[src/assert_macros.svh]
// Assertion macros shared by the router RTL.
`ifndef ASSERT_MACROS_SVH
`define ASSERT_MACROS_SVH

// Same-cycle implication, sampled on clk, masked while rst is high.
`define SRR_ASSERT_IMPL(lbl, ant, cons) \
  lbl: assert property (@(posedge clk) disable iff (rst) (ant) |-> (cons)) \
    else $error("same-cycle check failed");

// Next-cycle implication, sampled on clk, masked while rst is high.
`define SRR_ASSERT_NEXT(lbl, ant, cons) \
  lbl: assert property (@(posedge clk) disable iff (rst) (ant) |=> (cons)) \
    else $error("next-cycle check failed");

`endif

[src/srr_pkg.sv]
// Types and constants for the sticky round-robin partition router.
`timescale 1ns / 1ps

package srr_pkg;

  // Field widths
  localparam int unsigned DIVIDEND_W = 32;
  localparam int unsigned PART_CNT_W = 11;
  localparam int unsigned PART_W     = 10;
  localparam int unsigned HASH_W     = 31;
  localparam int unsigned LEN_W      = 24;
  localparam int unsigned TIME_W     = 48;
  localparam int unsigned MSGS_W     = 16;
  localparam int unsigned DELAY_W    = 16;

  // Configuration port
  localparam int unsigned CFG_IDX_W  = 3;
  localparam int unsigned CFG_DATA_W = 24;

  localparam logic [CFG_IDX_W-1:0] REG_BATCHING_ENABLED   = 3'd0;
  localparam logic [CFG_IDX_W-1:0] REG_MAX_BATCH_MESSAGES = 3'd1;
  localparam logic [CFG_IDX_W-1:0] REG_MAX_BATCH_BYTES    = 3'd2;
  localparam logic [CFG_IDX_W-1:0] REG_MAX_BATCH_DELAY_MS = 3'd3;
  localparam logic [CFG_IDX_W-1:0] REG_NUM_PARTITIONS     = 3'd4;

  // Largest partition count the count register can hold
  localparam int unsigned PART_CNT_MAX = (1 << PART_CNT_W) - 1;

  // Live configuration as seen by the batch tracker
  typedef struct packed {
    logic                  batching_enabled;
    logic [MSGS_W-1:0]     max_batch_messages;
    logic [LEN_W-1:0]      max_batch_bytes;
    logic [DELAY_W-1:0]    max_batch_delay_ms;
    logic [PART_CNT_W-1:0] n_eff;
  } cfg_t;

endpackage

[src/srr_div.sv]
// Iterative radix-2 remainder unit: one compare and subtract per cycle.
`timescale 1ns / 1ps
`include "assert_macros.svh"

module srr_div
  import srr_pkg::*;
(
  input  logic                  clk,
  input  logic                  rst,
  input  logic                  start,
  input  logic [DIVIDEND_W-1:0] dividend,
  input  logic [PART_CNT_W-1:0] divisor,
  output logic                  busy,
  output logic                  done,
  output logic [PART_CNT_W-1:0] rem
);

  localparam int unsigned CNT_W = $clog2(DIVIDEND_W);
  localparam logic [CNT_W-1:0] CNT_LAST = CNT_W'(DIVIDEND_W - 1);

  logic [DIVIDEND_W-1:0] quo;
  logic [PART_CNT_W-1:0] divisor_q;
  logic [CNT_W-1:0]      cnt;
  logic [PART_CNT_W:0]   trial;
  logic [PART_CNT_W-1:0] rem_next;

  // shift in the next dividend bit and subtract when it fits
  always_comb begin
    trial = {rem, quo[DIVIDEND_W-1]};
    if (trial >= {1'b0, divisor_q}) begin
      rem_next = PART_CNT_W'(trial - {1'b0, divisor_q});
    end else begin
      rem_next = trial[PART_CNT_W-1:0];
    end
  end

  // sequencer
  always_ff @(posedge clk) begin
    if (rst) begin
      busy <= 1'b0;
      done <= 1'b0;
      cnt  <= '0;
    end else begin
      done <= 1'b0;
      if (start && !busy) begin
        busy <= 1'b1;
        cnt  <= '0;
      end else if (busy) begin
        cnt <= cnt + 1'b1;
        if (cnt == CNT_LAST) begin
          busy <= 1'b0;
          done <= 1'b1;
        end
      end
    end
  end

  // datapath
  always_ff @(posedge clk) begin
    if (start && !busy) begin
      quo       <= dividend;
      divisor_q <= divisor;
      rem       <= '0;
    end else if (busy) begin
      quo <= {quo[DIVIDEND_W-2:0], 1'b0};
      rem <= rem_next;
    end
  end

  `SRR_ASSERT_IMPL(a_rem_below_divisor, done, rem < divisor_q)

endmodule

[src/srr_batch.sv]
// Batch tracker: cursor, batch counters and the switch decision.
`timescale 1ns / 1ps

module srr_batch
  import srr_pkg::*;
(
  input  logic                  clk,
  input  logic                  rst,
  input  logic                  accept,
  input  cfg_t                  cfg,
  input  logic                  has_key,
  input  logic [HASH_W-1:0]     key_hash,
  input  logic [LEN_W-1:0]      message_length,
  input  logic [TIME_W-1:0]     now_ms,
  output logic [DIVIDEND_W-1:0] dividend,
  output logic                  fresh
);

  logic [DIVIDEND_W-1:0] cursor, cursor_next;
  logic [TIME_W-1:0]     last_switch_ms, last_switch_ms_next;
  logic [MSGS_W-1:0]     batch_count, batch_count_next;
  logic [LEN_W-1:0]      batch_bytes, batch_bytes_next;

  logic [TIME_W-1:0] elapsed;
  logic [LEN_W:0]    bytes_sum;
  logic              single;
  logic              full;

  // limit checks
  always_comb begin
    elapsed   = now_ms - last_switch_ms;
    bytes_sum = {1'b0, batch_bytes} + {1'b0, message_length};
    single    = (cfg.n_eff == PART_CNT_W'(1));
    full      = (batch_count >= cfg.max_batch_messages) ||
                (bytes_sum >= {1'b0, cfg.max_batch_bytes}) ||
                (elapsed >= TIME_W'(cfg.max_batch_delay_ms));
  end

  // routing decision
  always_comb begin
    cursor_next         = cursor;
    last_switch_ms_next = last_switch_ms;
    batch_count_next    = batch_count;
    batch_bytes_next    = batch_bytes;
    fresh               = 1'b0;
    dividend            = cursor;
    if (single) begin
      dividend = '0;
    end else if (has_key) begin
      dividend = {1'b0, key_hash};
    end else if (!cfg.batching_enabled) begin
      cursor_next = cursor + 1'b1;
    end else if (full) begin
      cursor_next         = cursor + 1'b1;
      last_switch_ms_next = now_ms;
      batch_bytes_next    = message_length;
      batch_count_next    = MSGS_W'(1);
      fresh               = 1'b1;
      dividend            = cursor_next;
    end else begin
      batch_count_next = batch_count + 1'b1;
      batch_bytes_next = bytes_sum[LEN_W-1:0];
    end
  end

  // state update on each accepted request
  always_ff @(posedge clk) begin
    if (rst) begin
      cursor         <= '0;
      last_switch_ms <= '0;
      batch_count    <= '0;
      batch_bytes    <= '0;
    end else if (accept) begin
      cursor         <= cursor_next;
      last_switch_ms <= last_switch_ms_next;
      batch_count    <= batch_count_next;
      batch_bytes    <= batch_bytes_next;
    end
  end

endmodule

[src/sticky_round_robin_partition_router.sv]
// Sticky round-robin partition router: top level, config and sequencer.
// Requests are handled one at a time: in_stall is high from acceptance until the
// result of the 32-step radix-2 remainder unit is loaded into the output register.
// If the output stalls, the result waits in the divider and no request is taken.
// Reset (rst, synchronous): cursor and batch counters clear, config takes its
// reset values (batching on, 1000 msgs, 131072 bytes, 10 ms, 1 partition).
`timescale 1ns / 1ps
`include "assert_macros.svh"

module sticky_round_robin_partition_router
  import srr_pkg::*;
#(
  parameter int unsigned MAX_PARTITIONS = 1024
) (
  input  logic                  clk,
  input  logic                  rst,
  // configuration write channel
  input  logic                  cfg_valid,
  output logic                  cfg_ready,
  input  logic [CFG_IDX_W-1:0]  cfg_index,
  input  logic [CFG_DATA_W-1:0] cfg_data,
  // request channel
  input  logic                  in_valid,
  output logic                  in_stall,
  input  logic                  has_key,
  input  logic [HASH_W-1:0]     key_hash,
  input  logic [LEN_W-1:0]      message_length,
  input  logic [TIME_W-1:0]     now_ms,
  // result channel
  output logic                  out_valid,
  input  logic                  out_stall,
  output logic [PART_W-1:0]     partition,
  output logic                  new_batch
);

  localparam int unsigned PART_CAP =
    (MAX_PARTITIONS < PART_CNT_MAX) ? MAX_PARTITIONS : PART_CNT_MAX;

  localparam logic [1:0] ST_IDLE = 2'd0;
  localparam logic [1:0] ST_RUN  = 2'd1;
  localparam logic [1:0] ST_HOLD = 2'd2;

  logic [1:0] state, state_next;

  logic                  batching_enabled;
  logic [MSGS_W-1:0]     max_batch_messages;
  logic [LEN_W-1:0]      max_batch_bytes;
  logic [DELAY_W-1:0]    max_batch_delay_ms;
  logic [PART_CNT_W-1:0] num_partitions;
  cfg_t                  cfg;

  logic                  accept;
  logic [DIVIDEND_W-1:0] dividend;
  logic                  fresh;
  logic                  fresh_pend;
  logic                  div_busy;
  logic                  div_done;
  logic [PART_CNT_W-1:0] div_rem;
  logic                  out_free;
  logic                  load_out;

  // configuration registers
  assign cfg_ready = 1'b1;

  always_ff @(posedge clk) begin
    if (rst) begin
      batching_enabled   <= 1'b1;
      max_batch_messages <= MSGS_W'(1000);
      max_batch_bytes    <= LEN_W'(131072);
      max_batch_delay_ms <= DELAY_W'(10);
      num_partitions     <= PART_CNT_W'(1);
    end else if (cfg_valid && cfg_ready) begin
      case (cfg_index)
        REG_BATCHING_ENABLED:   batching_enabled   <= cfg_data[0];
        REG_MAX_BATCH_MESSAGES: max_batch_messages <= cfg_data[MSGS_W-1:0];
        REG_MAX_BATCH_BYTES:    max_batch_bytes    <= cfg_data[LEN_W-1:0];
        REG_MAX_BATCH_DELAY_MS: max_batch_delay_ms <= cfg_data[DELAY_W-1:0];
        REG_NUM_PARTITIONS:     num_partitions     <= cfg_data[PART_CNT_W-1:0];
        default: ;
      endcase
    end
  end

  // effective partition count: zero means one, clamp to the supported maximum
  always_comb begin
    cfg.batching_enabled   = batching_enabled;
    cfg.max_batch_messages = max_batch_messages;
    cfg.max_batch_bytes    = max_batch_bytes;
    cfg.max_batch_delay_ms = max_batch_delay_ms;
    if (num_partitions == '0) begin
      cfg.n_eff = PART_CNT_W'(1);
    end else if (32'(num_partitions) > PART_CAP) begin
      cfg.n_eff = PART_CNT_W'(PART_CAP);
    end else begin
      cfg.n_eff = num_partitions;
    end
  end

  // sequencer
  assign in_stall = (state != ST_IDLE);
  assign accept   = in_valid && !in_stall;
  assign out_free = !out_valid || !out_stall;
  assign load_out = ((state == ST_RUN) && div_done && out_free) ||
                    ((state == ST_HOLD) && out_free);

  always_comb begin
    state_next = state;
    case (state)
      ST_IDLE: if (accept) state_next = ST_RUN;
      ST_RUN: begin
        if (div_done) state_next = out_free ? ST_IDLE : ST_HOLD;
      end
      ST_HOLD: if (out_free) state_next = ST_IDLE;
      default: state_next = ST_IDLE;
    endcase
  end

  always_ff @(posedge clk) begin
    if (rst) begin
      state     <= ST_IDLE;
      out_valid <= 1'b0;
    end else begin
      state <= state_next;
      if (load_out) begin
        out_valid <= 1'b1;
      end else if (!out_stall) begin
        out_valid <= 1'b0;
      end
    end
  end

  // payload registers
  always_ff @(posedge clk) begin
    if (accept) begin
      fresh_pend <= fresh;
    end
    if (load_out) begin
      partition <= div_rem[PART_W-1:0];
      new_batch <= fresh_pend;
    end
  end

  srr_batch u_batch (
    .clk            (clk),
    .rst            (rst),
    .accept         (accept),
    .cfg            (cfg),
    .has_key        (has_key),
    .key_hash       (key_hash),
    .message_length (message_length),
    .now_ms         (now_ms),
    .dividend       (dividend),
    .fresh          (fresh)
  );

  srr_div u_div (
    .clk      (clk),
    .rst      (rst),
    .start    (accept),
    .dividend (dividend),
    .divisor  (cfg.n_eff),
    .busy     (div_busy),
    .done     (div_done),
    .rem      (div_rem)
  );

  `SRR_ASSERT_IMPL(a_stall_while_dividing, div_busy, in_stall)
  `SRR_ASSERT_NEXT(a_accept_starts_div, accept, div_busy && (state == ST_RUN))

endmodule

[config.mk]
export PLATFORM = sky130hd
export DESIGN_NAME = sticky_round_robin_partition_router
export DESIGN_NICKNAME = d
export VERILOG_FILES = /design/src/srr_pkg.sv /design/src/srr_div.sv /design/src/srr_batch.sv /design/src/sticky_round_robin_partition_router.sv
export VERILOG_INCLUDE_DIRS = /design/src /design/src/src
export SDC_FILE = /design/constraint.sdc
export NUM_CORES = 1
export LEC_CHECK = 0
export ABC_AREA = 0
export ABC_CLOCK_PERIOD_IN_PS = 9400
export BUFFER_PORTS_ARGS = -buffer_cell sky130_fd_sc_hd__buf_4
export CORE_MARGIN = 3
export CORE_UTILIZATION = 35
export CTS_BUF_LIST = sky130_fd_sc_hd__clkbuf_4 sky130_fd_sc_hd__clkbuf_8
export DETAILED_ROUTE_END_ITERATION = 16
export HOLD_SLACK_MARGIN = 0.1
export PLACE_DENSITY = 0.52
export REMOVE_ABC_BUFFERS = 1
export SLEW_MARGIN = 20
export SYNTH_ARGS = -nofsm -noshare
export SYNTH_HDL_FRONTEND = slang
export SYNTH_SLANG_ARGS = --single-unit
[constraint.sdc]
create_clock -name clk -period 9.4 [get_ports clk]
set_input_delay 0 -clock clk [delete_from_list [all_inputs] [get_ports clk]]
set_output_delay 0 -clock clk [all_outputs]
set_load 0.05 [all_outputs]
After elaboration in Yosys (flattened, before gate mapping) --
Cells that the tools add are included. Widths: inputs -> output; s select.
Word-level totals: register bits after elaboration 264, bits in latches 0, RAM bits 0, bits in read-only memories 0, input port bits 136, output and inout bits 14, logic and storage cells 101, memories 0
Operators by class: add/sub/neg operators 6, multipliers 0, divide/modulo/power cells 0, order comparisons 5, equality and inequality tests 12, shift operators 0, muxes and demuxes 24, bitwise logic cells 4, reductions and logical operators 30
Operator list (number):
- $mux 32 | 7
- $ge 48x16->1 | 1
- $sub 48x48->48 | 1
- $mux 11 | 3
- $add 32x1->32 const B | 1
- $add 24x24->25 | 1
- $ge 25x24->1 | 1
- $mux 24 | 1
- $add 16x1->16 const B | 1
- $ge 16x16->1 | 1
- $mux 16 | 1
- $ge 12x11->1 | 1
- $eq 11x1->1 const B | 1
- $gt 11x11->1 const B | 1
- $logic_not 11->1 | 1
- $sub 11x11->11 | 1
- $reduce_and 2->1 | 5
- $mux 2 | 4
- $mux 1 | 7
- $eq 3x2->1 const B | 2
- $ne 2x1->1 const B | 3
- $pmux 2 s3 | 1
- $reduce_and 3->1 | 2
- $reduce_or 3->1 | 2
- 17 further kinds | 31

Depth between registers and ports, before layout --
depth after elaboration 9, depth in mapped cells 28

Cells and area by module --
From an unflattened synthesis, not the netlist that was laid out.
Second synthesis, totals: cell total of the unflattened synthesis 2271, area, all modules 18315.1 um2
Modules (own cells, without submodules):
- srr_batch | times used 1, cells each 1678, area each 12276.8 um2, seq. area each 2402.3 um2
- sticky_round_robin_partition_router | times used 1, cells each 347, area each 3040.4 um2, seq. area each 1781.7 um2
- srr_div | times used 1, cells each 246, area each 2997.9 um2, seq. area each 1651.6 um2

Worst setup path before layout --
OpenSTA, ideal clock, no wires.
kind register to register, start reg u_batch.batch_bytes[2], end reg u_div.quo[20], data pin, setup time 0.261 ns, arrival time 5.419 ns, data required time 9.139 ns, path slack 3.721 ns, stages on the path, launching flop included 26, period minus slack after synthesis 5.679 ns, cell sequence dfxtp_1 -> ha_1 -> nand2_1 -> o21ai_0 -> a41oi_1 -> o311a_1 -> nor3_1 -> a41oi_1 -> a211oi_1 -> a211o_1 -> a21oi_1 -> xnor2_1 -> ha_1 -> or4_1 -> a31oi_1 -> nand4_1 -> nor3_1 -> nand4_1 -> nor4_1 -> and4b_1 -> and4_1 -> nand4_1 -> or3_1 -> buf_6 -> buf_6 -> o311a_1
Between the ends: cells in the longest elaborated chain, start to end 9
RTL lines:
- start, declared | line srr_batch.sv:22 | logic [LEN_W-1:0] batch_bytes, batch_bytes_next;
- start signal, assigned | line srr_batch.sv:77 | batch_bytes <= batch_bytes_next;
- $add 24x24->25 | line srr_batch.sv:32 | bytes_sum = {1'b0, batch_bytes} + {1'b0, message_length};
- $ge 25x24->1 | line srr_batch.sv:35 | (bytes_sum >= {1'b0, cfg.max_batch_bytes}) ||
- $logic_or 1x1->1 | line srr_batch.sv:34 | full = (batch_count >= cfg.max_batch_messages) ||
- $logic_or 1x1->1 | line srr_batch.sv:35
- $mux 32
- $mux 32 | line srr_batch.sv:51 | end else if (!cfg.batching_enabled) begin
- $mux 32 | line srr_batch.sv:49 | end else if (has_key) begin
- $mux 32 | line srr_batch.sv:47 | if (single) begin
- $mux 32 | line srr_div.sv:60 | if (start && !busy) begin
- end signal, assigned | line srr_div.sv:61 | quo <= dividend;
- end signal, assigned | line srr_div.sv:65 | quo <= {quo[DIVIDEND_W-2:0], 1'b0};
- end, declared | line srr_div.sv:21 | logic [DIVIDEND_W-1:0] quo;
No other way between the ends. A chain may end at the register's enable or synchronous reset.

Worst setup path after layout --
start reg u_batch.batch_bytes[2], end reg u_batch.batch_bytes[18]
Between the ends: cells in the longest elaborated chain, start to end 5
RTL lines:
- $add 24x24->25 (*) | line srr_batch.sv:32
- $ge 25x24->1 | line srr_batch.sv:35
- $logic_or 1x1->1 | line srr_batch.sv:34
- $logic_or 1x1->1 | line srr_batch.sv:35
- $mux 24 (*) | line srr_batch.sv:53 | end else if (full) begin
Every way passes the cells marked *; elsewhere a longest branch is shown, timed or not.

==> metrics.json <==
{
  "synth_simple_gate_area_share": {"value": 23.3, "unit": "%"},
  "grt_setup_unrepaired": {"value": "false"},
  "worst_setup_path_end_kind": {"value": "flop"},
  "layout.cell_area.non_filler": {"value": 22700, "unit": "sq um"},
  "worstSetupPathType": {"value": "flop to flop"},
  "synth-main-ff-cell": {"value": "dfxtp_1"},
  "power.density_cell_area": {"value": 138, "unit": "nW/um^2"},
  "clock_tree.buffer_depth": {"value": 3},
  "grt.met2_usage": {"value": 34.9, "unit": "%"},
  "worstMarginPinSlew": {"value": 1080, "unit": "ps"},
  "ys_warn_count": {"value": 0},
  "netlist_instances": {"value": 2300},
  "internal-power": {"value": 2.16, "unit": "mW"},
  "fp.dieH": {"value": 234, "unit": "um"},
  "fin_setup_tns": {"value": 0, "unit": "ps"},
  "setup-violations-final": {"value": 0},
  "drc_errors": {"value": 0},
  "synth_xor_xnor_area_share": {"value": 3.46, "unit": "%"},
  "largest_net_degree_at_the_start_of_global_routing": {"value": 79},
  "drt_wl_total": {"value": 57000, "unit": "um"},
  "synth-seq-cells": {"value": 264},
  "timing.clock.skew": {"value": 29.7, "unit": "ps"},
  "synth_fa_ha_area_share": {"value": 10.1, "unit": "%"},
  "min_period": {"value": 7860, "unit": "ps"},
  "critPathLaunchType": {"value": "flop"},
  "synthTopCellsByArea": {"value": "dfxtp_1, ha_1, edfxtp_1"},
  "overflow": {"value": 0},
  "synth_top_family_by_area": {"value": "simple AND/OR/NAND/NOR gates"},
  "max-cap-violations": {"value": 0},
  "groute.layer.met1.usage": {"value": 27.1, "unit": "%"},
  "register_area_share_after_synthesis": {"value": 32.0, "unit": "%"},
  "place.gp.congestion": {"value": 0.863},
  "grt.met3_usage": {"value": 2.68, "unit": "%"},
  "synthesis.area_per_instance": {"value": 7.92, "unit": "sq um"},
  "post-synth-top-area-fraction": {"value": 23.0, "unit": "%"},
  "timing.hold.ws": {"value": 190, "unit": "ps"},
  "grt.busiest_layer": {"value": "met2"},
  "post_synth_mux_area_share": {"value": 2.41, "unit": "%"},
  "cp_max_fo": {"value": 39},
  "global_route_wire_length_before_repair": {"value": 90900, "unit": "um"},
  "path_clk_slew": {"value": 60, "unit": "ps"},
  "number_of_core_rows": {"value": 82},
  "yosysMostFrequentCell": {"value": "nand2_1"},
  "synth.distinct_cells": {"value": 88},
  "io_pins": {"value": 150},
  "vdd.ir_drop.worst": {"value": 0.0961, "unit": "mV"},
  "post-place-cells": {"value": 3012},
  "netlist_top_cells_count": {"value": "nand2_1, a21oi_1, dfxtp_1"},
  "first_iter_violations": {"value": 1214},
  "p_clk_share": {"value": 36.7, "unit": "%"},
  "first_global_vias": {"value": 17300},
  "htree_levels": {"value": 2},
  "initial_utilization": {"value": 35.9, "unit": "%"},
  "clkSinkCount": {"value": 264},
  "hpwl": {"value": 39700, "unit": "um"},
  "power.static_leakage": {"value": 8.81, "unit": "nW"},
  "max_slew_margin": {"value": 27.9, "unit": "%"},
  "cts_post_setup_buffers_inserted": {"value": 0},
  "post_cts_resized": {"value": 0},
  "design.core.area": {"value": 50800, "unit": "sq um"},
  "report.final.hold_viol_count": {"value": 0},
  "synth_edf_count": {"value": 55},
  "cts-buffers-inserted": {"value": 49},
  "cts-root-buf": {"value": "clkbuf_8"},
  "grt_antenna_before_repair": {"value": 1},
  "num-fill-cells": {"value": 5125},
  "aggregate_global_route_resource_usage": {"value": 20.5, "unit": "%"},
  "die_width": {"value": 234, "unit": "um"},
  "fmax": {"value": 127, "unit": "MHz"},
  "cts_tree": {"value": "done"},
  "routed-via-count": {"value": 17900},
  "synth_compound_gate_area_share": {"value": 22.6, "unit": "%"},
  "async_reset_ff_share": {"value": 0, "unit": "%"},
  "run_status": {"value": "finished, final reports clean"},
  "wl_per_cell": {"value": 17.3, "unit": "um"},
  "switching_share": {"value": 30.9, "unit": "%"},
  "final_cell_count_no_fill": {"value": 3301},
  "route.detailed.vias_per_inst": {"value": 5.42},
  "drive_gt1_share": {"value": 11.8, "unit": "%"},
  "synth_area_leader_cell": {"value": "dfxtp_1"},
  "drtAntennaViolNets": {"value": 0},
  "clkLatencyLatePin": {"value": 640, "unit": "ps"},
  "worstHoldPathType": {"value": "primary input to flop"},
  "synth_area": {"value": 18200, "unit": "sq um"},
  "drt_pre_antenna_iters": {"value": 5},
  "worst_ep_arrival_time": {"value": 8450, "unit": "ps"},
  "finish.net_count": {"value": 2867},
  "syn2layout_area_growth": {"value": 24.8, "unit": "%"},
  "final_min_period_over_clock_period": {"value": 83.7, "unit": "%"},
  "combPwrFrac": {"value": 23.2, "unit": "%"},
  "p_seq_share": {"value": 40.0, "unit": "%"},
  "timing.final.max_slew_violations": {"value": 0},
  "worstPathRequired": {"value": 9980, "unit": "ps"},
  "place_area": {"value": 19800, "unit": "sq um"},
  "floorplan_die_area": {"value": 54800, "unit": "sq um"},
  "total_switching_power": {"value": 0.967, "unit": "mW"},
  "port_buffers": {"value": 148}
}
## repair_timing
action,in CTS,in global routing
setup endpoints to repair,0,0
hold buffers,195,0
hold endpoints to repair,197,0
## sequential cells by signal (all words and copies together) (netlist names)
signal / count
max_batch_bytes: 24
partition: 10
num_partitions: 11
fresh_pend: 1
u_batch.cursor: 32
u_div.cnt: 5
new_batch: 1
u_div.busy: 1
batching_enabled: 1
u_div.rem: 11
max_batch_delay_ms: 16
u_batch.batch_count: 16
max_batch_messages: 16
u_batch.batch_bytes: 24
out_valid: 1
u_batch.last_switch_ms: 48
u_div.divisor_q: 11
state: 2
u_div.done: 1
u_div.quo: 32
## path summary, 6_finish.rpt
check                                       from                              endpoint  slack (ps)  depth (start not counted)
max          u_batch.batch_bytes[2]$_SDFFE_PP0P_  u_batch.batch_bytes[18]$_SDFFE_PP0P_        1540                         27
min                                  cfg_data[8]    max_batch_messages[8]$_SDFFE_PP1P_         190                          3
max reg2reg  u_batch.batch_bytes[2]$_SDFFE_PP0P_  u_batch.batch_bytes[18]$_SDFFE_PP0P_        1540                         27
min reg2reg      max_batch_bytes[7]$_SDFFE_PP0P_       max_batch_bytes[7]$_SDFFE_PP0P_         460                          2
## cell families (layout without fill, tap and decap cells)
family	Yosys count	after routing
buffers and inverters	270	597
xor gates and xnor gates	72	72
muxes	41	41
other	1	3
AOI/OAI and AO/OA	645	645
adders and majority gates	145	145
and+or+nand+nor	862	862
DFF	264	264
## metal layers
layer	wire [um]	share of wire, %
met1	26400	46
met2	26900	47
met3	2480	4.4
met4	1230	2.2
met5	9	0.016
## metrics by stage
stage	worst slack [ps]	utilization [%]	power [mW]
6_report	1540	44.7	3.13
4_1_cts	1580	44.7	3.17
5_1_grt	794	44.7	3.31
3_3_place_gp	2230	38.9	1.94
3_5_place_dp	2070	38.9	1.95
2_1_floorplan	2510	-	1.72
## cell usage in the layout (no fill, tap or decap), types with 22 or more instances in the layout
| master | instances |
|---|---|
| nand2_1 | 287 |
| a21oi_1 | 244 |
| dfxtp_1 | 209 |
| dlygate4sd3_1 | 195 |
| buf_4 | 168 |
| nor2_1 | 144 |
| ha_1 | 142 |
| inv_1 | 141 |
| o21ai_0 | 108 |
| nand3_1 | 106 |
| nor3_1 | 77 |
| clkbuf_8 | 56 |
| edfxtp_1 | 55 |
| xnor2_1 | 42 |
| o31ai_1 | 40 |
| nand4_1 | 36 |
| nor2b_1 | 32 |
| or4_1 | 31 |
| xor2_1 | 30 |
| a21o_1 | 30 |
| o21a_1 | 24 |
| and3_1 | 24 |
| a311oi_1 | 24 |
| and2_1 | 23 |
| mux2i_1 | 22 |
| a31oi_1 | 22 |
## cell type report
type                       instances  area (sq um)  area share, %
inverter                         141           529           2.33
multi-input combinational       1766         11300           49.7
sequential                       264          5840           25.7
antenna                            2          5.00         0.0220
timing repair buffer             364          3220           14.2
tap                              672           841           3.70
clock inverter                    19           104          0.457
clock buffer                      73           898           3.95
## critical path, cell delays in order, from the launching register on
cell and delay [ps]:
dfxtp_1 320, ha_1 360, nand2_1 70, o21ai_0 320
a41oi_1 240, o311a_1 380, nor3_1 380, a41oi_1 250
a211oi_1 350, a211o_1 190, a21oi_1 70, xnor2_1 150
ha_1 190, or4_1 430, a31oi_1 170, nand4_1 110
nor3_1 150, nand4_1 120, nor4_1 460, and4b_1 240
and4_1 160, nand4_1 330, nor3_4 550, buf_4 300
buf_4 480, nand2_1 110, a311oi_1 290, dlygate4sd3_1 580
## power groups by stage
| stage | Sequential, mW | Clock (mW) | Combinational (mW) |
|---|---|---|---|
| after CTS | 1.25 | 1.18 | 0.729 |
| after detailed placement | 1.28 | 0 | 0.669 |
| final | 1.25 | 1.15 | 0.727 |
| after global routing | 1.26 | 1.24 | 0.813 |
| after floorplan | 1.27 | 0 | 0.451 |
| after global placement | 1.28 | 0 | 0.661 |
Note: power is estimated with default switching activity, not from simulation.
